==> src/sv/mjp_pkg.sv <==
package mjp_pkg;

  localparam int unsigned DUR_W = 16;
  localparam int unsigned POS_W = 32;
  localparam logic [DUR_W-1:0] DUR_RESET = 16'd1;

  typedef struct packed {
    logic [DUR_W-1:0]        elapsed_ticks;
    logic signed [POS_W-1:0] start_x;
    logic signed [POS_W-1:0] start_y;
    logic signed [POS_W-1:0] start_z;
    logic signed [POS_W-1:0] goal_x;
    logic signed [POS_W-1:0] goal_y;
    logic signed [POS_W-1:0] goal_z;
  } in_item_t;

  typedef struct packed {
    logic signed [POS_W-1:0] pos_x;
    logic signed [POS_W-1:0] pos_y;
    logic signed [POS_W-1:0] pos_z;
    logic                    past_end;
  } out_item_t;

endpackage

==> src/sv/mjp_lane.sv <==
module mjp_lane #(
  parameter int FB  = 16,
  parameter int DLY = 21
) (
  input  logic                               clk,
  input  logic                               adv,
  input  logic signed [mjp_pkg::POS_W-1:0]   start,
  input  logic signed [mjp_pkg::POS_W-1:0]   goal,
  input  logic [FB:0]                        b,
  output logic signed [mjp_pkg::POS_W-1:0]   pos
);

  localparam int PWD = mjp_pkg::POS_W;
  localparam int MW  = PWD + FB + 1;
  localparam logic [MW-1:0] HALF_M = MW'(1) << (FB - 1);

  logic [PWD:0]   dq;
  logic [PWD:0]   dq_abs;
  logic [PWD-1:0] mag_d   [DLY+1];
  logic           neg_d   [DLY+1];
  logic [PWD-1:0] start_d [DLY+1];
  logic [MW-1:0]  mprod_r;
  logic           neg_m;
  logic [PWD-1:0] start_m;
  logic [MW-1:0]  mprod_rnd;
  logic [PWD-1:0] delta;

  // exact 33-bit difference, magnitude always fits 32 bits
  assign dq     = {goal[PWD-1], goal} - {start[PWD-1], start};
  assign dq_abs = dq[PWD] ? -dq : dq;

  always_ff @(posedge clk) begin
    if (adv) begin
      mag_d[0]   <= dq_abs[PWD-1:0];
      neg_d[0]   <= dq[PWD];
      start_d[0] <= start;
      for (int i = 1; i <= DLY; i++) begin
        mag_d[i]   <= mag_d[i-1];
        neg_d[i]   <= neg_d[i-1];
        start_d[i] <= start_d[i-1];
      end
      mprod_r <= MW'(mag_d[DLY]) * MW'(b);
      neg_m   <= neg_d[DLY];
      start_m <= start_d[DLY];
    end
  end

  // magnitude rounded, so halves go away from zero
  assign mprod_rnd = mprod_r + HALF_M;
  assign delta     = mprod_rnd[FB+PWD-1:FB];
  assign pos       = $signed(neg_m ? start_m - delta : start_m + delta);

endmodule
==> config.mk <==
export PLATFORM = sky130hd
export DESIGN_NAME = mjp_lane
export DESIGN_NICKNAME = d
export VERILOG_FILES = /design/src/sv/mjp_pkg.sv /design/src/sv/mjp_lane.sv
export SDC_FILE = /design/constraint.sdc
export NUM_CORES = 2
export LEC_CHECK = 0
export BUFFER_PORTS_ARGS = -buffer_cell sky130_fd_sc_hd__buf_4
export CAP_MARGIN = 20
export CORE_MARGIN = 1
export CORE_UTILIZATION = 30
export CTS_CLUSTER_SIZE = 30
export DETAILED_ROUTE_END_ITERATION = 7
export SLEW_MARGIN = 10
export SYNTH_ARGS = -nofsm -noshare
export SYNTH_HDL_FRONTEND = slang
export SYNTH_SLANG_ARGS = --single-unit
==> constraint.sdc <==
create_clock -name clk -period 6.1 [get_ports clk]
set_clock_uncertainty 0.05 [all_clocks]
set_input_delay 0 -clock clk [delete_from_list [all_inputs] [get_ports clk]]
set_output_delay 0 -clock clk [all_outputs]
set_load 0.02 [all_outputs]
After elaboration in Yosys (flattened, before gate mapping) --
Memory sizes are Yosys's and may differ from the RTL's. A register that Yosys moved wholly into a read port is not among the register bits. Index checks and enable logic that the tools add are counted.
Cells by class: muxes and demuxes 4, multiply operators 1, shift-type cells 0, add/sub/neg operators 5, order comparisons 0, equal/unequal tests 0, reductions and logical operators 0, divide/modulo/power cells 0, bitwise operators 0
Operators with widths (number):
- $mux 32 | 2
- $add 48x16->48 const B | 1
- $mul 32x17->48 | 1
- $sub 32x32->33 | 1
- $add 32x32->32 | 1
- $neg 32->32 | 1
- $sub 32x32->32 | 1
- $mux 1 | 2
Word-level totals: output and inout port bits 32, ROM bits 0, word-level logic and storage cells 14, register bits after elaboration 48, memories 3, memory bits (writable) 1430, latch bits 0
Memory list:
- mag_d | words 22, width 32, rd ports 22, clocked after Yosys merged registers in 0, wr ports 22, RTL line mjp_lane.sv:19 | logic [PWD-1:0] mag_d [DLY+1];
- start_d | words 22, width 32, rd ports 22, clocked after Yosys merged registers in 1, wr ports 22, RTL line mjp_lane.sv:21 | logic [PWD-1:0] start_d [DLY+1];
- neg_d | words 22, width 1, rd ports 22, clocked after Yosys merged registers in 1, wr ports 22, RTL line mjp_lane.sv:20 | logic neg_d [DLY+1];

Logic depth before layout (Yosys ltp) --
depth in word-level cells 3, mapped depth 25

Worst setup path after synthesis --
No wires, ideal clock.
kind flip-flop to flip-flop, from memory mag_d[2][177] in the netlist's numbering, to register mprod_r[34], data pin, data required time 5791 ps, path buffers 1, stages on the path, launching flop included 22, data arrival time 6214 ps, period minus slack after synthesis 6523 ps, setup slack -423 ps, path through edfxtp_1 -> clkbuf_1 -> nand2_1 -> fa_1 -> fa_1 -> fa_1 -> inv_1 -> fa_1 -> fa_1 -> inv_1 -> fa_1 -> inv_1 -> ha_1 -> a21o_1 -> a2111oi_0 -> o2111ai_1 -> a311oi_1 -> o21ai_0 -> a211o_1 -> a32oi_1 -> nor2b_1 -> xnor2_1
RTL lines:
- start: declaration | RTL line mjp_lane.sv:19
- end signal: assignment | RTL line mjp_lane.sv:42 | mprod_r <= MW'(mag_d[DLY]) * MW'(b);
- end: declaration | RTL line mjp_lane.sv:22 | logic [MW-1:0] mprod_r;

==> impl_metrics.tcl <==
set metrics [dict create \
    dieArea_um2 227300 \
    cp.arrival_ns 6.74 \
    clk_pin_slew_worst_paths_ns 0.06 \
    die_h_um 476.7 \
    ys_warn_count 0 \
    cts_root_buf "clkbuf_16" \
    final_cell_mix "edfxtp_1 (1,496), inv_1 (590), fa_1 (440)" \
    fin_tns_setup_ns -1.676 \
    num_io_pins 115 \
    fin_crit_sh_pct 103.4 \
    synth.top_cell.area_share_pct 66.44 \
    fp-row-count 173 \
    portBuffers 114 \
    start_kind "flop" \
    clock-sinks 1496 \
    die_w_um 476.7 \
    grt_overflow 0 \
    tritoncts "built" \
    dp.final_hpwl_um 82550 \
    design.core.area_um2 223200 \
    antenna_cells 0 \
    hold_class "in -> reg" \
    maxSlewViolCount 0 \
    syn_inst 4350 \
    fin_crit_ns 6.308 \
    cellPowerDensity_nw_per_um2 567.7 \
    dr.first_iter.drc_count 2132 \
    synth_edf_count 1496 \
    hold_violations 0 \
    vdd_drop_max_uv 1105 \
    antenna_found_initial 4 \
    clock_latency_ns 0.75 \
    relSlewSlack_pct 26.87 \
    setup_viol 17 \
    synthArstFlopShare_pct 0 \
    grt_pass1_vias 34530 \
    worst_slack_ns -0.2083 \
    layout-drive-gt1-share_pct 14.73 \
    crit_fanout 4 \
    routedWlPerCell_um 14.66 \
    clockBufferDepth 3 \
    initial_core_util_pct 30.30 \
    yosys.area.top_type "edfxtp_1" \
    grt_usage_pct 10.10 \
    dr_total_vias 33680 \
    rsz0062_at_grt "true" \
    finalNonFillerCells 7924 \
    layout_commonest_cell "edfxtp_1" \
    cts_buffers 138 \
    synthFlopType "edfxtp_1" \
    post-route-util_pct 35.92 \
    final_nets 5558 \
    syn-num-nets 5064 \
    path_class "reg -> reg" \
    synthTopCellsByArea "edfxtp_1 (66%), fa_1 (13%), ha_1 (3.4%)" \
    yosysUniqueCellTypes 88 \
    status "finished, violations left" \
    vias_per_cell 4.250 \
    end_kind "flop" \
    routabilityCongestion 0.8483 \
    dr.pass1.iters 8 \
    syn_area_um2 67610 \
    worst_slew_pin_slew_ns 1.097 \
    ys_ff_latch 1496 \
    drv_cap 0 \
    routed_wl_um 116200 \
    violations "setup timing" \
    p_leak_nw 30.77 \
    yosysSeqAreaShare_pct 66.44 \
    place_inst 7525 \
    drc 0 \
    area_growth_pct 18.55 \
    required_ns 6.53 \
    grt_start_max_net_pins 176 \
    htree_levels 4 \
    fmax_mhz 158.5 \
    grt_pass1_wl_um 184700 \
    synth_area_per_cell_um2 15.54 \
    ant_nets 0 \
]
## where the power goes
| part | leakage, nW | internal (W) | switching, W |
|---|---|---|---|
| clock network | 2.20 | 0.00490 | 0.00363 |
| logic | 13.9 | 0.0114 | 0.0122 |
| registers | 14.6 | 0.0129 | 0.000364 |
## metal layers
layer / routed length, um / share of wire (%) / GRT usage (%) / up-vias
met5: 13 / 0.011 / 0 / -
met4: 2598 / 2.2 / 2.851 / 2
met3: 5227 / 4.5 / 1.884 / 198
met2: 54690 / 47 / 16.57 / 709
met1: 53630 / 46 / 13.61 / 16790
li1: - / - / - / 15980
## path summary, 6_finish.rpt
kind | start | endpoint | slack, ns | depth (start not counted)
setup / recovery | mag_d[2][168] | mprod_r[42] | -0.21 | 23
hold / removal | goal[24] | mag_d[0][24] | 0.08 | 5
setup reg to reg | mag_d[2][168] | mprod_r[42] | -0.21 | 23
hold reg to reg | start_d[18][11] | start_d[19][11] | 0.33 | 0
## synthesized netlist by cell type (5+ instances only)
cell type	count
a211oi_1	14
a21o_1	50
a21oi_1	103
a21oi_2	5
a31oi_1	12
a41o_1	5
and2_1	210
and3_1	17
buf_2	10
clkbuf_1	107
edfxtp_1	1496
fa_1	448
ha_1	183
inv_1	602
nand2_1	437
nand2b_1	8
nand3_1	41
nand3b_1	10
nand4_1	27
nor2_1	97
nor2b_1	16
nor3_1	26
nor3b_1	5
nor4_1	9
o21a_1	19
o21ai_0	62
o21ai_1	8
o21bai_1	11
o31ai_1	12
or3_1	14
xnor2_1	114
xor2_1	57
## registers in the layout, summed over array words and instances (netlist names)
register	flops
start_m	32
neg_d	22
mprod_r	33
start_d	704
mag_d	704
neg_m	1
## timing repair
action	in CTS	in global routing
endpoints found under the setup margin	28	28
hold buffers	90	0
resized for setup	88	71
pin swaps	70	54
setup buffers	37	31
hold endpoints to repair	192	0
## cell families after synthesis
group | Yosys count | synth area share [%]
flip-flops | 1496 | 66.44
AND/OR/NAND/NOR | 951 | 6.863
buffers and inverters | 723 | 4.034
adder cells (fa/ha/maj) | 631 | 16.65
AO/OA/AOI/OAI | 373 | 3.721
XOR/XNOR | 171 | 2.215
multiplexers | 5 | 0.07587
## through the flow
step	power (W)	setup WS, ns	cell area (um^2)	hold WS [ns]
6_report	0.04550	-0.2083	80150	0.07830
5_1_grt	0.04891	-0.4195	80150	0.08567
4_1_cts	0.04458	-0.1938	79630	0.002483
3_5_place_dp	0.03394	-0.4839	73500	0.1408
3_3_place_gp	0.03374	-0.4081	73500	0.1430
2_1_floorplan	0.02613	-0.08777	67730	0.04887
## final cells by class
cell class | instances | area, um^2
fillers | 21020 | 143000
clock inverters | 75 | 958.4
multi-input cells | 2131 | 20620
repair buffers | 474 | 4069
inverters | 603 | 2267
clock buffers | 170 | 3595
well taps | 2975 | 3722
flip-flops and latches | 1496 | 44920
## critical path, cell delays in order, from the launching register on
cell	delay, ns
edfxtp_1	0.43
buf_6	0.16
buf_4	0.14
and2_4	0.15
fa_1	0.48
fa_1	0.58
fa_1	0.46
fa_1	0.52
fa_1	0.54
inv_2	0.04
fa_1	0.52
inv_2	0.05
ha_4	0.21
a21o_1	0.17
a21o_1	0.17
a21oi_2	0.12
o221a_2	0.24
o21ai_4	0.07
a21oi_4	0.22
buf_6	0.14
o21bai_4	0.07
a41o_1	0.27
buf_4	0.14
xor2_1	0.13
Note: power is estimated with default switching activity, not from simulation.
