[src/sv/mjp_blend.sv]
module mjp_blend #(
  parameter int FB = 16
) (
  input  logic        clk,
  input  logic        adv,
  input  logic [FB:0] s,
  output logic [FB:0] b
);

  localparam int SQW = 2 * FB + 2;
  localparam int IW  = FB + 5;
  localparam int INW = FB + 4;
  localparam int PW  = 2 * FB + 5;
  localparam logic [SQW-1:0] HALF_S  = SQW'(1) << (FB - 1);
  localparam logic [PW-1:0]  HALF_P  = PW'(1) << (FB - 1);
  localparam logic [IW-1:0]  K6      = IW'(6);
  localparam logic [IW-1:0]  K15     = IW'(15);
  localparam logic [IW-1:0]  TEN_ONE = IW'(10) << FB;
  localparam logic [FB:0]    ONE     = (FB + 1)'(1) << FB;

  logic [SQW-1:0] sq_r;
  logic [FB:0]    s_a;
  logic [SQW-1:0] sq_rnd;
  logic [FB:0]    s2;
  logic [IW-1:0]  i_pos;
  logic [IW-1:0]  i_neg;
  logic [SQW-1:0] p3_r;
  logic [INW-1:0] inner_r;
  logic [SQW-1:0] p3_rnd;
  logic [FB:0]    s3;
  logic [PW-1:0]  prod_r;
  logic [PW-1:0]  prod_rnd;
  logic [PW-FB-1:0] bq;

  // s^2
  always_ff @(posedge clk) begin
    if (adv) begin
      sq_r <= SQW'(s) * SQW'(s);
      s_a  <= s;
    end
  end

  assign sq_rnd = sq_r + HALF_S;
  assign s2     = sq_rnd[2*FB:FB];
  assign i_pos  = IW'(s2) * K6 + TEN_ONE;
  assign i_neg  = IW'(s_a) * K15;

  // s^3 and the inner polynomial 6 s^2 - 15 s + 10
  always_ff @(posedge clk) begin
    if (adv) begin
      p3_r    <= SQW'(s2) * SQW'(s_a);
      inner_r <= (i_pos < i_neg) ? '0 : INW'(i_pos - i_neg);
    end
  end

  assign p3_rnd = p3_r + HALF_S;
  assign s3     = p3_rnd[2*FB:FB];

  always_ff @(posedge clk) begin
    if (adv) begin
      prod_r <= PW'(s3) * PW'(inner_r);
    end
  end

  assign prod_rnd = prod_r + HALF_P;
  assign bq       = prod_rnd[PW-1:FB];

  always_ff @(posedge clk) begin
    if (adv) begin
      b <= (bq > (PW - FB)'(ONE)) ? ONE : bq[FB:0];
    end
  end

endmodule

[config.mk]
export PLATFORM = sky130hd
export DESIGN_NAME = mjp_blend
export DESIGN_NICKNAME = d
export VERILOG_FILES = /design/src/sv/mjp_blend.sv
export SDC_FILE = /design/constraint.sdc
export NUM_CORES = 2
export LEC_CHECK = 0
export ABC_AREA = 0
export BUFFER_PORTS_ARGS = -buffer_cell sky130_fd_sc_hd__buf_4
export CAP_MARGIN = 40
export CORE_MARGIN = 5
export CORE_UTILIZATION = 48
export DETAILED_ROUTE_END_ITERATION = 12
export GPL_TIMING_DRIVEN = 0
export PLACE_DENSITY = 0.66
export SYNTH_ARGS = -nofsm -noshare
export SYNTH_HDL_FRONTEND = slang
export SYNTH_SLANG_ARGS = --single-unit
[constraint.sdc]
create_clock -name clk -period 6.2 [get_ports clk]
set_input_delay 0.93 -clock clk [delete_from_list [all_inputs] [get_ports clk]]
set_output_delay 0.93 -clock clk [all_outputs]
set_load 0.05 [all_outputs]
# ---- Word level (Yosys, flattened, before mapping)
# Cells that the tools add are included.
dict set report word_totals {
  ff_bits 157
  in_bits 19
  output_inout_bits 17
  word_cells 18
}
dict set report op_classes {
  n_addsub 5
  mul 5
  order_cmp 2
}
# operator count
set ops {}
lappend ops {{$add 33x16->33 const B} 2}
lappend ops {{$mul 17x17->33} 2}
lappend ops {{$add 37x16->37 const B} 1}
lappend ops {{$mul 17x20->37} 1}
lappend ops {{$add 20x20->21 const B} 1}
lappend ops {{$gt 21x17->1 const B} 1}
lappend ops {{$lt 21x21->1} 1}
lappend ops {{$mul 17x4->21 const B} 1}
lappend ops {{$sub 20x20->20} 1}
lappend ops {{$mul 17x2->19 const B} 1}

# ---- Depth between registers and ports, before layout
dict set report depth {
  ltp_word 4
  ltp_mapped 29
  depth_no_buf 28
}

# ---- Worst setup path before layout
# Ideal clock, no wire load.
dict set report synth_path {
  path_kind {reg2reg}
  start {reg p3_r[17]}
  end {reg prod_r[35], data pin}
  setup_ns 0.258
  t_arrival_ns 6.615
  t_required_ns 5.942
  slack_ns -0.672
  path_stages_with_launch 27
  path_buffers 1
  synth_period_minus_slack_ns 6.872
  path_cell_list {edfxtp_1 > and3_1 > and2_1 > and3_1 > nand4_1 > nor2_1 > xor2_1 > clkbuf_1 > nand2_1 > fa_1 > inv_1 > fa_1 > fa_1 > fa_1 > fa_1 > inv_1 > fa_1 > inv_1 > ha_1 > a21o_1 > a21o_1 > a221o_1 > a31oi_2 > a2111oi_0 > nand3b_1 > a21oi_2 > xnor2_1}
}
dict set report synth_between {
  elab_chain_cells 2
}
# item line_no
set synth_rtl {}
lappend synth_rtl {{from (decl)} 27} ;# logic [SQW-1:0] p3_r;
lappend synth_rtl {{from (signal assigned)} 51} ;# p3_r <= SQW'(s2) * SQW'(s_a);
lappend synth_rtl {{$add 33x16->33} 56} ;# assign p3_rnd = p3_r + HALF_S;
lappend synth_rtl {{$mul 17x20->37} 61} ;# prod_r <= PW'(s3) * PW'(inner_r);
lappend synth_rtl {{to (signal assigned)} 61}
lappend synth_rtl {{to (decl)} 31} ;# logic [PW-1:0] prod_r;
# Every way passes these cells.
# A chain may end at the register's enable or synchronous reset.

# ---- Final worst setup path
dict set report layout_path {
  start {reg sq_r[19]}
  end {reg p3_r[31], data pin}
}
dict set report layout_between {
  elab_chain_cells 2
}
# item line_no
set layout_rtl {}
lappend layout_rtl {{from (decl)} 21} ;# logic [SQW-1:0] sq_r;
lappend layout_rtl {{from (signal assigned)} 38} ;# sq_r <= SQW'(s) * SQW'(s);
lappend layout_rtl {{$add 33x16->33} 43} ;# assign sq_rnd = sq_r + HALF_S;
lappend layout_rtl {{$mul 17x17->33} 51}
# Every way passes these cells.

==> metrics.sh <==
RUN_STATUS='finished, violations left'
FAILING_CHECKS='setup timing'
POSTROUTEANTENNANETS=0
MAPPEDNETLISTNETS=4892
SYNTH_CELLS=3784
FINALCRITICALPERIOD_PS=7090
YOSYS.AREA_SHARE.SIMPLE_PCT=15.41
POSTSYNTHREGISTERBITS=112
IO_PINS=36
AVGROUTEDWIREPERCELL_UM=17.25
AREA_OF_THE_MULTI_INPUT_GATES_MM2=0.02902
WORST-SETUP-PATH-TYPE='flop to flop'
GR-TOTAL-OVERFLOW=0
HPWLAFTERDP_UM=68940
NUMBER_OF_ANTENNA_VIOLATIONS_AT_THE_FIRST_CHECK_IN_GLOBAL_ROUTING=0
YOSYS.AREA.TOP_TYPE_SHARE_PCT=40.81
FINAL_NETS=5116
MUXSHAREOFSYNTHAREA_PCT=0.2048
YOSYS.AREA.TOP_TYPE='sky130_fd_sc_hd__fa_1'
SLEW_HEADROOM_PCT=48.56
DP_CELLS=4776
COMPOUND_GATE_FRACTION_OF_SYNTH_AREA_PCT=5.266
FLOORPLAN.DIE_AREA_MM2=0.07805
SYNTH_FA_HA_AREA_SHARE_PCT=54.42
CELL_AREA_SYNTH_MM2=0.03483
POST-SYNTH-TOP-COUNT-CELL='sky130_fd_sc_hd__inv_1'
WL_UM=85590
SYN_TO_FINAL_GROWTH_PCT=15.88
DRIVE_GT1_SHARE_PCT=13.83
GRT_SETUP_UNREPAIRED='true'
GRT_RESOURCE_USAGE_TOTAL_PCT=22.30
RANKING_OF_SYNTHESIZED_CELLS_BY_INSTANCE_COUNT='sky130_fd_sc_hd__inv_1, sky130_fd_sc_hd__fa_1, sky130_fd_sc_hd__nand2_1'
CLOCK_LATENCY_PS=390
SYNTH.YOSYS.SEQ_AREA_SHARE_PCT=9.656
TIMING.FMAX_MHz=141.0
DIE_HEIGHT_UM=279.4
TIMING.CRITICAL_PATH.FROM_TYPE='flop'
MAPPED_AVG_CELL_AREA_UM2=9.205
GLOBAL_ROUTE_WIRE_LENGTH_BEFORE_REPAIR_UM=140300
STD_CELL_ROWS=98
WORST_HOLD_LAUNCH='prod_r[32]'
ROOT_DRIVER='sky130_fd_sc_hd__clkbuf_16'
CORE_AREA_MM2=0.07173
LAYOUT_WORST_PATH_CYCLE_SHARE_PCT=114.4
DPL_CELL_AREA_MM2=0.03689
POSTSYNTH.ASYNCRESETSHARE_PCT=0
CTSLONGESTPATHBUFFERS=2
ANTENNA_CELLS=0
CLK_PIN_SLEW_WORST_PATHS_PS=90
SETUP_VIOLATIONS=41
CLOCK-SINKS=112
CTS_TREE='built'
FIRST_GLOBAL_VIAS=27050
DIE_WIDTH_UM=279.4
R2R_START='sq_r[19]'
CP_DATA_ARRIVAL_TIME_PS=7240
POST_SYNTH_NUM_CELL_TYPES=74
FINAL_NON_FILLER_CELL_TOTAL=4963
CTS-HTREE-LEVELS=3
TIGHTESTPINTRANSITION_PS=771.5
CP.REQUIRED_PS=6350
CRITPATHLAUNCH='sq_r[19]'
FINALMAXSLEWVIOLATIONS=0
FIRST_ITER_VIOLATIONS=1439
IO_BUFFER_COUNT=35
CRIT_FANOUT=8
WORST_HOLD_PATH_CLASS='flop to flop'
POSTLAYOUTCELLAREA_MM2=0.04036
SYNTH_ENABLE_FLOP_CELLS=112
FILLERS=6221
AVGVIACOUNTPERCELL=5.183
POST_CTS_HOLD_BUFFER_COUNT=0
SYNTH.TOP_CELLS.BY_AREA='sky130_fd_sc_hd__fa_1, sky130_fd_sc_hd__ha_1, sky130_fd_sc_hd__edfxtp_1'
FIN_WORST_SKEW_PS=17.57
DRT-PASS1-ITER-COUNT=5
GRT_START_MAX_NET_PINS=74
CTS_INSERTED_BUFFERS=9
DRC_VIOLS=0
SORT_OF_ELEMENT_AT_THE_END_OF_THE_CRITICAL_PATH='flop'
FINAL.SETUP.WORST_SLACK_PS=-890.0
MAX_CAP_VIOLATIONS=0
SYNTH_TOP_FAMILY_BY_AREA='adder cells'
PLACE.GP.CONGESTION=0.9343
REPORT.FINAL.HOLD_VIOL_COUNT=0
SYNTHFLOPTYPE='sky130_fd_sc_hd__edfxtp_1'
SYNTH.YOSYS.WARNINGS=0
ROUTE.VIAS.TOTAL=25720
FLOORPLAN.INITIALDENSITY_PCT=48.56
LAYOUT.AREA.SEQ_MM2=0.003363
SYNTH-XOR-AREA-SHARE_PCT=3.919
## sequential cells by signal, summed over array words and instances, names as in the netlist
name and cells:
b 17, inner_r 20, p3_r 18, prod_r 22, s_a 16, sq_r 19
## stage by stage
stage	setup WS [ps]	hold slack (ps)	TNS (ps)	util (%)
2_1_floorplan	-331.6	579.5	-5629	-
3_3_place_gp	-1866	603.3	-65070	51.33
3_5_place_dp	-1761	618.6	-64770	51.43
4_1_cts	-810.6	637.5	-21600	54.70
5_1_grt	-1088	679.6	-33570	56.27
6_report	-890.0	632.8	-24400	56.27
## logic make-up after synthesis
kind of cell	after synthesis
compound gates	271
xor+xnor	155
fa+ha+maj	1089
buf+inv	1021
flops	112
mux	7
simple gates	1129
## cell type report
cell class / instances / area share, %
plain buffers: 125 / 2.852
clock buffers: 9 / 0.5580
clock inverters: 7 / 0.1550
inverters: 893 / 8.332
multi-input cells: 2651 / 71.90
flip-flops and latches: 112 / 8.332
well taps: 950 / 2.945
repair buffers: 216 / 4.926
## routing by layer
metal	up-vias	part of all wire (%)	global-route usage, %
li1	11910	-	-
met1	12970	42	29.28
met2	694	49	38.41
met3	155	5.7	3.659
met4	0	3.3	6.649
met5	-	0	0
## layout by cell type, fill, tap and decap left out, types with 28 or more instances in the layout
cell type                  synthesis  final
sky130_fd_sc_hd__inv_1           893    862
sky130_fd_sc_hd__xor2_1           56     47
sky130_fd_sc_hd__nand2_1         540    519
sky130_fd_sc_hd__buf_4             2    170
sky130_fd_sc_hd__nor2_1          131    116
sky130_fd_sc_hd__nand3_1          40     33
sky130_fd_sc_hd__clkbuf_1        109     51
sky130_fd_sc_hd__nor3_1           36     29
sky130_fd_sc_hd__fa_1            710    687
sky130_fd_sc_hd__o21ai_0          38     30
sky130_fd_sc_hd__inv_2             0     28
sky130_fd_sc_hd__and2_1          265    253
sky130_fd_sc_hd__buf_6             3     30
sky130_fd_sc_hd__xnor2_1          98     80
sky130_fd_sc_hd__edfxtp_1        112    112
sky130_fd_sc_hd__ha_1            379    356
sky130_fd_sc_hd__a21oi_1          83     65
## worst max-delay path, cell delays in order (launching register included)
cell,delay (ps)
sky130_fd_sc_hd__edfxtp_1,360
sky130_fd_sc_hd__and4_4,280
sky130_fd_sc_hd__and3_4,210
sky130_fd_sc_hd__nand4_1,190
sky130_fd_sc_hd__xnor2_4,190
sky130_fd_sc_hd__buf_12,140
sky130_fd_sc_hd__buf_4,130
sky130_fd_sc_hd__buf_6,140
sky130_fd_sc_hd__and2_4,160
sky130_fd_sc_hd__fa_2,530
sky130_fd_sc_hd__inv_2,40
sky130_fd_sc_hd__fa_2,580
sky130_fd_sc_hd__fa_1,430
sky130_fd_sc_hd__fa_1,550
sky130_fd_sc_hd__inv_1,70
sky130_fd_sc_hd__fa_1,490
sky130_fd_sc_hd__fa_1,470
sky130_fd_sc_hd__ha_4,320
sky130_fd_sc_hd__and3_4,180
sky130_fd_sc_hd__and3_4,160
sky130_fd_sc_hd__a32o_2,250
sky130_fd_sc_hd__o21ai_4,90
sky130_fd_sc_hd__a211o_4,370
sky130_fd_sc_hd__a31oi_4,180
sky130_fd_sc_hd__buf_4,140
sky130_fd_sc_hd__a21oi_2,40
sky130_fd_sc_hd__xnor2_1,130
## repair_timing
item,CTS,global route
setup buffers,106,70
resized for setup,263,138
pin swaps,98,102
cloned,1,2
hold endpoints to repair,0,0
setup endpoints to repair,54,51
## path summary, 6_finish.rpt
kind,endpoint,slack [ps],cells past startpoint
worst min-delay path,b[16],630,2
worst max-delay path,p3_r[31],-890,26
worst min register to register,b[16],630,2
worst max register to register,p3_r[31],-890,26
Power is not shown: default switching activity piles up to over one toggle a cycle in this logic, so the estimate is an artifact.
