`config.mk`:
```
export PLATFORM = sky130hd
export DESIGN_NAME = mjp_div
export DESIGN_NICKNAME = d
export VERILOG_FILES = /design/src/sv/mjp_div.sv
export SDC_FILE = /design/constraint.sdc
export NUM_CORES = 1
export LEC_CHECK = 0
export ABC_AREA = 1
export BUFFER_PORTS_ARGS = -buffer_cell sky130_fd_sc_hd__buf_2
export CAP_MARGIN = 20
export CORE_MARGIN = 8
export CORE_UTILIZATION = 65
export CTS_CLUSTER_DIAMETER = 80
export DETAILED_ROUTE_END_ITERATION = 7
export GPL_TIMING_DRIVEN = 0
export PLACE_DENSITY_LB_ADDON = 0.25
export RECOVER_POWER = 100
export SKIP_LAST_GASP = 1
export SLEW_MARGIN = 40
export SYNTH_ARGS = -nofsm -noshare
export SYNTH_HDL_FRONTEND = slang
export SYNTH_SLANG_ARGS = --single-unit
```
`constraint.sdc`:
```
create_clock -name clk -period 2.8 [get_ports clk]
set_input_delay 0.56 -clock clk [delete_from_list [all_inputs] [get_ports clk]]
set_output_delay 0.56 -clock clk [all_outputs]
set_load 0.01 [all_outputs]
```
`src/sv/mjp_div.sv`:
```
module mjp_div #(
  parameter int TW = 16,
  parameter int FB = 16
) (
  input  logic          clk,
  input  logic          adv,
  input  logic [TW-1:0] t,
  input  logic [TW-1:0] d,
  output logic [FB:0]   quo
);

  localparam int DS = FB + 1;
  localparam int NW = TW + FB + 1;

  logic [NW-1:0] num;
  logic [TW-1:0] rem_r [DS];
  logic [DS-1:0] low_r [DS];
  logic [DS-1:0] quo_r [DS];
  logic [TW-1:0] den_r [DS];

  // rounded numerator t * 2^FB + d/2, quotient known to fit FB+1 bits since t <= d
  assign num = NW'({t, {FB{1'b0}}}) + NW'(d >> 1);

  for (genvar k = 0; k < DS; k++) begin : g_stage
    logic [TW-1:0] prev_rem;
    logic [DS-1:0] prev_low;
    logic [DS-1:0] prev_quo;
    logic [TW-1:0] prev_den;
    logic [TW:0]   cand;
    logic          take;

    if (k == 0) begin : g_first
      assign prev_rem = num[NW-1:FB+1];
      assign prev_low = num[FB:0];
      assign prev_quo = '0;
      assign prev_den = d;
    end else begin : g_rest
      assign prev_rem = rem_r[k-1];
      assign prev_low = low_r[k-1];
      assign prev_quo = quo_r[k-1];
      assign prev_den = den_r[k-1];
    end

    assign cand = {prev_rem, prev_low[DS-1]};
    assign take = cand >= {1'b0, prev_den};

    always_ff @(posedge clk) begin
      if (adv) begin
        rem_r[k] <= take ? TW'(cand - {1'b0, prev_den}) : cand[TW-1:0];
        low_r[k] <= prev_low << 1;
        quo_r[k] <= {prev_quo[DS-2:0], take};
        den_r[k] <= prev_den;
      end
    end
  end

  assign quo = quo_r[DS-1];

endmodule

```
# Word-level counts from Yosys, hierarchy flattened
# Memory sizes are Yosys's and may differ from the RTL's.
# Cells that the tools add are included.
# Widths: inputs -> output; s select.
dict set report totals {
  output_inout_bits 17
  reg_bits 0
  wordCells 58
  mem_count 4
  mem_bits_rw 1105
}
# name words width rd rd_ports_with_merged_regs wr line_no
set memory_table {}
lappend memory_table {quo_r 17 17 17 0 17 18} ;# logic [DS-1:0] quo_r [DS];
lappend memory_table {den_r 17 16 16 0 17 19} ;# logic [TW-1:0] den_r [DS];
lappend memory_table {low_r 17 16 16 0 17 17} ;# logic [DS-1:0] low_r [DS];
lappend memory_table {rem_r 17 16 16 0 17 16} ;# logic [TW-1:0] rem_r [DS];
dict set report op_classes {
  order_cmp 17
  muxes 19
  add_sub_neg 18
}
# cell count
set ops {}
lappend ops {{$ge 17x16->1} 17}
lappend ops {{$mux 16} 17}
lappend ops {{$sub 16x16->16} 17}
lappend ops {{$add 32x15->33} 1}
lappend ops {{$mux 1} 2}

# Longest topological paths before layout
# Gate-level depths: netlist of run 1.
dict set report depth {
  word_depth 3
  ltp_mapped 15
  mapped_depth_nobuf 13
}

# Worst setup path before layout of run 1
# No wires, ideal clock.
dict set report synth_timing {
  path_type {input to register}
  from {input port d[10]}
  to {memory rem_r[0][4] (data pin)}
  path_slack_ns 0.753
  path_stages 13
  setup_time_ns 0.252
  arrival_time_ns 1.795
  cell_sequence {inv_1 -> ha_1 -> nand2_1 -> inv_1 -> nand2_1 -> nor2_1 -> nand3b_1 -> nand2_1 -> nor2_4 -> nand2_4 -> buf_6 -> nand2_1 -> nand2_1}
}
# element line_no
set synth_lines {}
lappend synth_lines {{from (decl)} 8} ;# input logic [TW-1:0] d,
lappend synth_lines {{to (decl)} 16}

==> results.toml, run 1 <==
[job]
max_cap_viol_count = 1

[critical_path]
cp.arrival_ns = 3.06
reg2reg_to = "rem_r[0][45]"
regToRegStartpoint = "rem_r[0][27]"
r2r_slack_ns = 0.19
worstRegToRegCells = 11
worstPathRequired_ns = 3.25
end_kind = "register"
cpPeakStageDelay_ns = 0.42
critical_path_class = "reg -> reg"
cpMostUsedCell = "nand2_1"
critPathLaunchType = "register"
cp_slowest_cell = "ha_1"
path_cells = "ha_1 -> nand2_1 -> inv_1 -> nand2_1 -> nor4_1 -> nand2_1 -> nand2_1 -> clkbuf_1 -> buf_8 -> nand3_1 -> nand2_1"
path_max_fanout = 10

[routing]
drc = 0
route.vias.total = 32980
routed_wl_um = 99080
vias_per_cell = 5.352
dr.pass1.iters = 6
wire_per_inst_um = 16.08
drt_iter0_drc = 2638
postRouteAntennaNets = 0

[cells_and_area]
drive_gt1_share_pct = 5.125
fin_util_pct = 70.96
nNetsFinal = 5571
multi_input_area_um2 = 17510
regArea_um2 = 19970
n_antenna_cell = 0
fill_cells = 5027
area_growth_pct = 8.735

[timing]
fin_crit_ns = 2.606
timing.final.crit_share_pct = 93.06
finalMaxSlewViolations = 72
finalHoldViolCount = 0
fmax_mhz = 383.8
max_slew_margin_pct = -15.88
rsz0062_at_grt = "false"
finalSetupViolations = 0
max_slew.worst_pin.slew_ns = 1.738
fin_hold_ws_ns = 0.1575
skew_ns = 0.01695

[synth]
synth_area_um2 = 41770
netlist-cell-type-count = 37
synth-seq-cells = 665
synth_top_area_cell = "edfxtp_1"
postSynthCellCount = 5116
avgSynthCellArea_um2 = 8.164
synth_area_leaders = "edfxtp_1, nand2_1, inv_1"
yosys.area.top_type_share_pct = 47.81
ys_seq_area_share_pct = 47.81
synth_top_flop_cell = "edfxtp_1"
async_reset_ff_share_pct = 0
synth_nets = 5438
yosys_warnings = 0
synth-edff-count = 665

[global_routing]
grt_max_degree = 86
grt_pass1_wl_um = 157700
grt_pass1_vias = 31360
grt_remaining_overflow = 0
grt_usage_pct = 26.71
antenna_found_initial = 0

[clock_tree]
htreeDepth = 3
root_buffer = "clkbuf_16"
cts_resized = 0
worstSkewPairLatency_ns = 0.61
clk_pin_slew_worst_paths_ns = 0.06
post_cts_buffers = 0
cts.sinks = 665
clock_path_buffers = 3
hold_buffers = 0
cts_buffers = 73
tritoncts = "done"

[place]
place_congestion = 0.9277
dp.final_hpwl_um = 76070
port_buffers = 50

[power]
ir_worst_vdd_v = 0.0005547
p_leak_nw = 23.40
power_density_nw_per_um2 = 1052

[floorplanning]
fp.dieH_um = 269.5
io_pins = 51
num_rows = 93
initial_core_util_pct = 65.26
die_area_um2 = 72620
die_w_um = 269.5
core-area_um2 = 64000

[outcome]
violations = "capacitance limit, slew limit"
outcome = "finished, violations left"

[worst_hold_path]
hp-class = "in -> reg"
hold_end = "den_r[0][13]"
min-delay-start = "d[13]"
hold_path_depth = 1
-- registers in the layout, summed over array words and instances, names as in the netlist --
signal	flops
den_r	256
quo_r	153
rem_r	256
-- per-stage QoR --
| step | worst slack (ns) | area [µm²] | power, W | instances | TNS (ns) |
|---|---|---|---|---|---|
| 6_report | 0.1943 | 45410 | 0.04777 | 6162 | 0 |
| 3_3_place_gp | -8.657 | 43090 | 0.03779 | 6021 | -5668.24 |
| 5_1_grt | 0.1021 | 45410 | 0.05143 | 6162 | 0 |
| 3_5_place_dp | 0.2609 | 43320 | 0.03813 | 6029 | 0 |
| 4_1_cts | 0.3397 | 45660 | 0.04781 | 6162 | 0 |
| 2_1_floorplan | 0.7531 | 41770 | 0.03220 | 5116 | 0 |
-- final cells by class --
| class | count | share of cell area (%) |
|---|---|---|
| Sequential cell | 665 | 43.97 |
| Multi-Input combinational cell | 3395 | 38.57 |
| Inverter | 999 | 8.257 |
| Clock buffer | 84 | 4.160 |
| Tap cell | 855 | 2.356 |
| Clock inverter | 49 | 0.9891 |
| Buffer | 57 | 0.9064 |
| Timing Repair Buffer | 58 | 0.7962 |
-- worst max-delay path: cells and delay by family (launching register included) --
family                     cells  cell delay, ns
DFF                            1            0.40
and+or+nand+nor                7            0.90
buffers and inverters          3            0.73
adders and majority gates      1            0.42
-- logic make-up (layout without fill, tap and decap cells) --
kind of cell	Yosys count	in the layout	synth area share, %
AOI/OAI and AO/OA	187	187	2.349
xor gates and xnor gates	100	100	2.097
adders and majority gates	288	288	8.915
buffers and inverters	1056	1247	10.03
DFF	665	665	47.81
and+or+nand+nor	2820	2820	28.80
-- Yosys cell counts (14+ instances only) --
library cell / count
edfxtp_1: 665
nand4_1: 73
ha_1: 272
nor3_1: 48
nand2_1: 1925
xor2_1: 77
a21oi_1: 151
nor2_1: 199
buf_2: 23
nand3_2: 14
nand3b_1: 42
buf_6: 16
inv_1: 986
xnor2_1: 23
nand2_4: 16
nand2_2: 24
nand3_1: 420
fa_1: 16
-- worst max path at each step --
stage	start	endpoint	slack (ns)	cells past startpoint
after detailed placement	adv	rem_r[0][218]	0.26	4
after global routing	rem_r[0][141]	rem_r[0][157]	0.10	10
after global placement	adv	quo_r[8][9]	-8.66	1
after floorplan	d[10]	rem_r[0][4]	0.75	13
final	rem_r[0][27]	rem_r[0][45]	0.19	11
after CTS	den_r[0][76]	rem_r[0][92]	0.34	12
-- routing by layer --
layer  GRT usage [%]  share of wire [%]
met1           33.10                 42
met2           45.87                 47
met3           3.355                5.3
met4           13.50                5.5
met5               0                  0
-- cell usage in the layout, fill, tap and decap left out, drive strengths merged --
cell type	synthesis	layout
bufinv	0	6
or2	14	14
clkinv	0	34
xnor2	23	23
nor2	221	221
nand3	434	434
o21ai	18	18
nor4	7	7
and2	9	9
nand3b	42	42
o21bai	8	8
a21oi	151	151
inv	999	1004
nand2	1965	1965
ha	272	272
clkinvlp	0	4
buf	52	70
o21a	10	10
nand4	73	73
xor2	77	77
edfxtp	665	665
and3	6	6
clkbuf	5	129
nor3	48	48
fa	16	16
nor3b	1	1
-- report_power, final --
group	switching [W]	internal [W]	total, W
logic	0.0145	0.00769	0.0222
clock network	0.00398	0.00544	0.00943
registers	0.00170	0.0144	0.0161
(Power assumes the default switching activity.)
==> run 2, diff against run 1 <==
- ABC_AREA: 1 -> unset
- CORE_UTILIZATION: 65 -> 64
==> run 2 against run 1 <==
Net effect:
- the run ends with setup timing left
- synthesized cell count down 42%
- non-clock buffer count grew 183
- via count down 24%
- core utilization grew 7.2 points
- flip-flop and latch count stayed put
- sequential power barely moved
- setup slack worse by 0.44 ns
- design area shrank 3.7%
==> results.toml, run 2 <==
[floorplanning]
core-area_um2 = 55950
die_w_um = 253.1
die_area_um2 = 64050
num_rows = 87
io_pins = 51
fp.dieH_um = 253.1
initial_core_util_pct = 64.30

[global_routing]
grt_max_degree = 87
grt_remaining_overflow = 0
antenna_found_initial = 0
grt_pass1_wl_um = 128300
grt_pass1_vias = 24640
grt_usage_pct = 24.87

[cells_and_area]
nNetsFinal = 3625
top_regs = "den_r (256), rem_r (256), quo_r (153)"
n_antenna_cell = 0
layout_common_cells = "edfxtp_1, inv_1, ha_1"
area_growth_pct = 21.51
mostFrequentLayoutCell = "edfxtp_1"
fin_util_pct = 78.13
drive_gt1_share_pct = 24.23
stdcell_area_um2 = 43710

[worst_hold_path]
hold_end = "den_r[0][10]"
hp-class = "in -> reg"
min-delay-start = "d[10]"
hold_path_depth = 1

[critical_path]
worstPathBufferInverterCount = 4
path_cells = "buf_6 -> ha_4 -> nor2b_4 -> o21a_1 -> o21ai_2 -> a211o_1 -> nand2_2 -> o311a_4 -> nor3_4 -> buf_4 -> buf_6 -> buf_6 -> mux2i_1"
r2r_slack_ns = -0.25
critPathLaunchType = "register"
path_max_fanout = 4
worstRegToRegCells = 13
reg2reg_to = "rem_r[0][65]"
end_kind = "register"
cp_slowest_cell = "edfxtp_1"
cp_top_family = "compound AO/OA/AOI/OAI gates"
cpMostUsedCell = "buf_6"
cp.arrival_ns = 3.47
critical_path_class = "reg -> reg"
cpPeakStageDelay_ns = 0.41
worstPathRequired_ns = 3.22
regToRegStartpoint = "rem_r[0][48]"

[place]
place_congestion = 0.9352
port_buffers = 50
post_dp_cell_area_um2 = 37500
dp.final_hpwl_um = 55150
preCtsSetupSlack_ns = -0.7525

[clock_tree]
worstSkewPairLatency_ns = 0.62
hold_buffers = 0
clock_path_buffers = 3
root_buffer = "clkbuf_16"
tritoncts = "done"
cts.sinks = 665
cts_buffers = 71
clk_pin_slew_worst_paths_ns = 0.06
htreeDepth = 3

[routing]
vias_per_cell = 6.068
top_layer = "met4"
wire_per_inst_um = 20.70
met1Wirelength_um = 35030
wl_met3_um = 4544
drt_iter0_drc = 2163
routed_wl_um = 85210
route.vias.total = 24980
dr.pass1.iters = 5
dr_wl_met2_um = 42690
drc = 0
postRouteAntennaNets = 0

[timing]
fin_crit_ns = 3.050
max_slew_margin_pct = 21.08
finalHoldViolCount = 0
max_slew.worst_pin.slew_ns = 1.184
finalMaxSlewViolations = 0
fmax_mhz = 327.9
rsz0062_at_grt = "true"
layout_setup_ws_ns = -0.2498
finalSetupViolations = 83
skew_ns = 0.02789
timing.final.crit_share_pct = 108.9

[synth]
synth_area_leaders = "edfxtp_1, ha_1, mux2_2"
synth_top_area_cell = "edfxtp_1"
netlist-cell-type-count = 88
synth_top_flop_cell = "edfxtp_1"
synth_commonest_cells = "edfxtp_1, inv_1, ha_1"
synth-edff-count = 665
avgSynthCellArea_um2 = 12.09
ys_seq_area_share_pct = 55.51
synth_nets = 3298
synth_area_um2 = 35970
yosysMostFrequentCell = "edfxtp_1"
async_reset_ff_share_pct = 0
postSynthCellCount = 2976
yosys.area.top_type_share_pct = 55.51
yosys_warnings = 0
synth-seq-cells = 665

[job]
max_cap_viol_count = 0

[power]
total_power_w = 0.05104
power_density_nw_per_um2 = 1168
ir_worst_vdd_v = 0.0008095
p_leak_nw = 17.59

[outcome]
violations = "setup timing"
outcome = "finished, violations left"
run 2: changes by cell type after synthesis, moves of 55 or more:
cell and change:
o21ai_0 +145, nand2_1 -1778, inv_1 -655, a21o_1 +65, xnor2_1 +81, mux2_2 +132
nand3_1 -367, a21oi_1 +55
run 2: what timing repair did:
item	4_1_cts	5_1_grt
setup buffers	118	85
setup endpoints to repair	260	234
pin swaps	74	107
cloned	5	1
gates resized for setup	252	244
run 2: final cells by class:
| class | instances | area (µm²) |
|---|---|---|
| Buffer | 34 | 320.3 |
| Clock buffer | 86 | 1918 |
| Clock inverter | 44 | 486.7 |
| Fill cell | 3273 | 12240 |
| Inverter | 331 | 1242 |
| Multi-Input combinational cell | 1936 | 16600 |
| Sequential cell | 665 | 19970 |
| Tap cell | 756 | 945.9 |
| Timing Repair Buffer | 264 | 2232 |
run 2: through the flow:
step / hold slack, ns / std cells / setup TNS (ns)
floorplan: 0.4003 / 2976 / 0
global placement: 0.4006 / 3782 / -5539.63
detailed placement: 0.4045 / 3791 / -104.50
CTS: 0.1089 / 4037 / -3.252
global route: 0.1196 / 4116 / -20.06
finish: 0.1387 / 4116 / -8.661
run 2: per-layer routing:
layer	GRT usage [%]	vias to the layer above
li1	-	11630
met1	32.31	12200
met2	42.31	933
met3	3.694	210
met4	9.007	0
met5	0	-
run 2: kinds of logic (layout without fill, tap and decap cells):
| family | after synthesis | count (layout) | synth area share (%) |
|---|---|---|---|
| buf+inv | 375 | 759 | 4.118 |
| flops | 665 | 665 | 55.51 |
| compound gates | 660 | 660 | 11.74 |
| mux | 163 | 163 | 5.078 |
| xor+xnor | 188 | 188 | 4.577 |
| fa+ha+maj | 288 | 288 | 10.35 |
| simple gates | 637 | 637 | 8.629 |
run 2: worst max-delay path by stage:
stage	from	endpoint	slack, ns	depth (start not counted)
2_1_floorplan	rem_r[0][18]	rem_r[0][40]	0.001	10
3_3_place_gp	adv	den_r[0][255]	-8.29	1
3_5_place_dp	d[1]	rem_r[0][10]	-0.75	11
4_1_cts	den_r[0][49]	rem_r[0][69]	-0.10	11
5_1_grt	rem_r[0][48]	rem_r[0][65]	-0.34	13
6_report	rem_r[0][48]	rem_r[0][65]	-0.25	13
run 2: power breakdown:
part           switching (W)  internal [W]  total, W
Clock                0.00395       0.00583   0.00978
Combinational         0.0126        0.0125    0.0251
Sequential           0.00158        0.0146    0.0162
Total                 0.0181        0.0329    0.0510
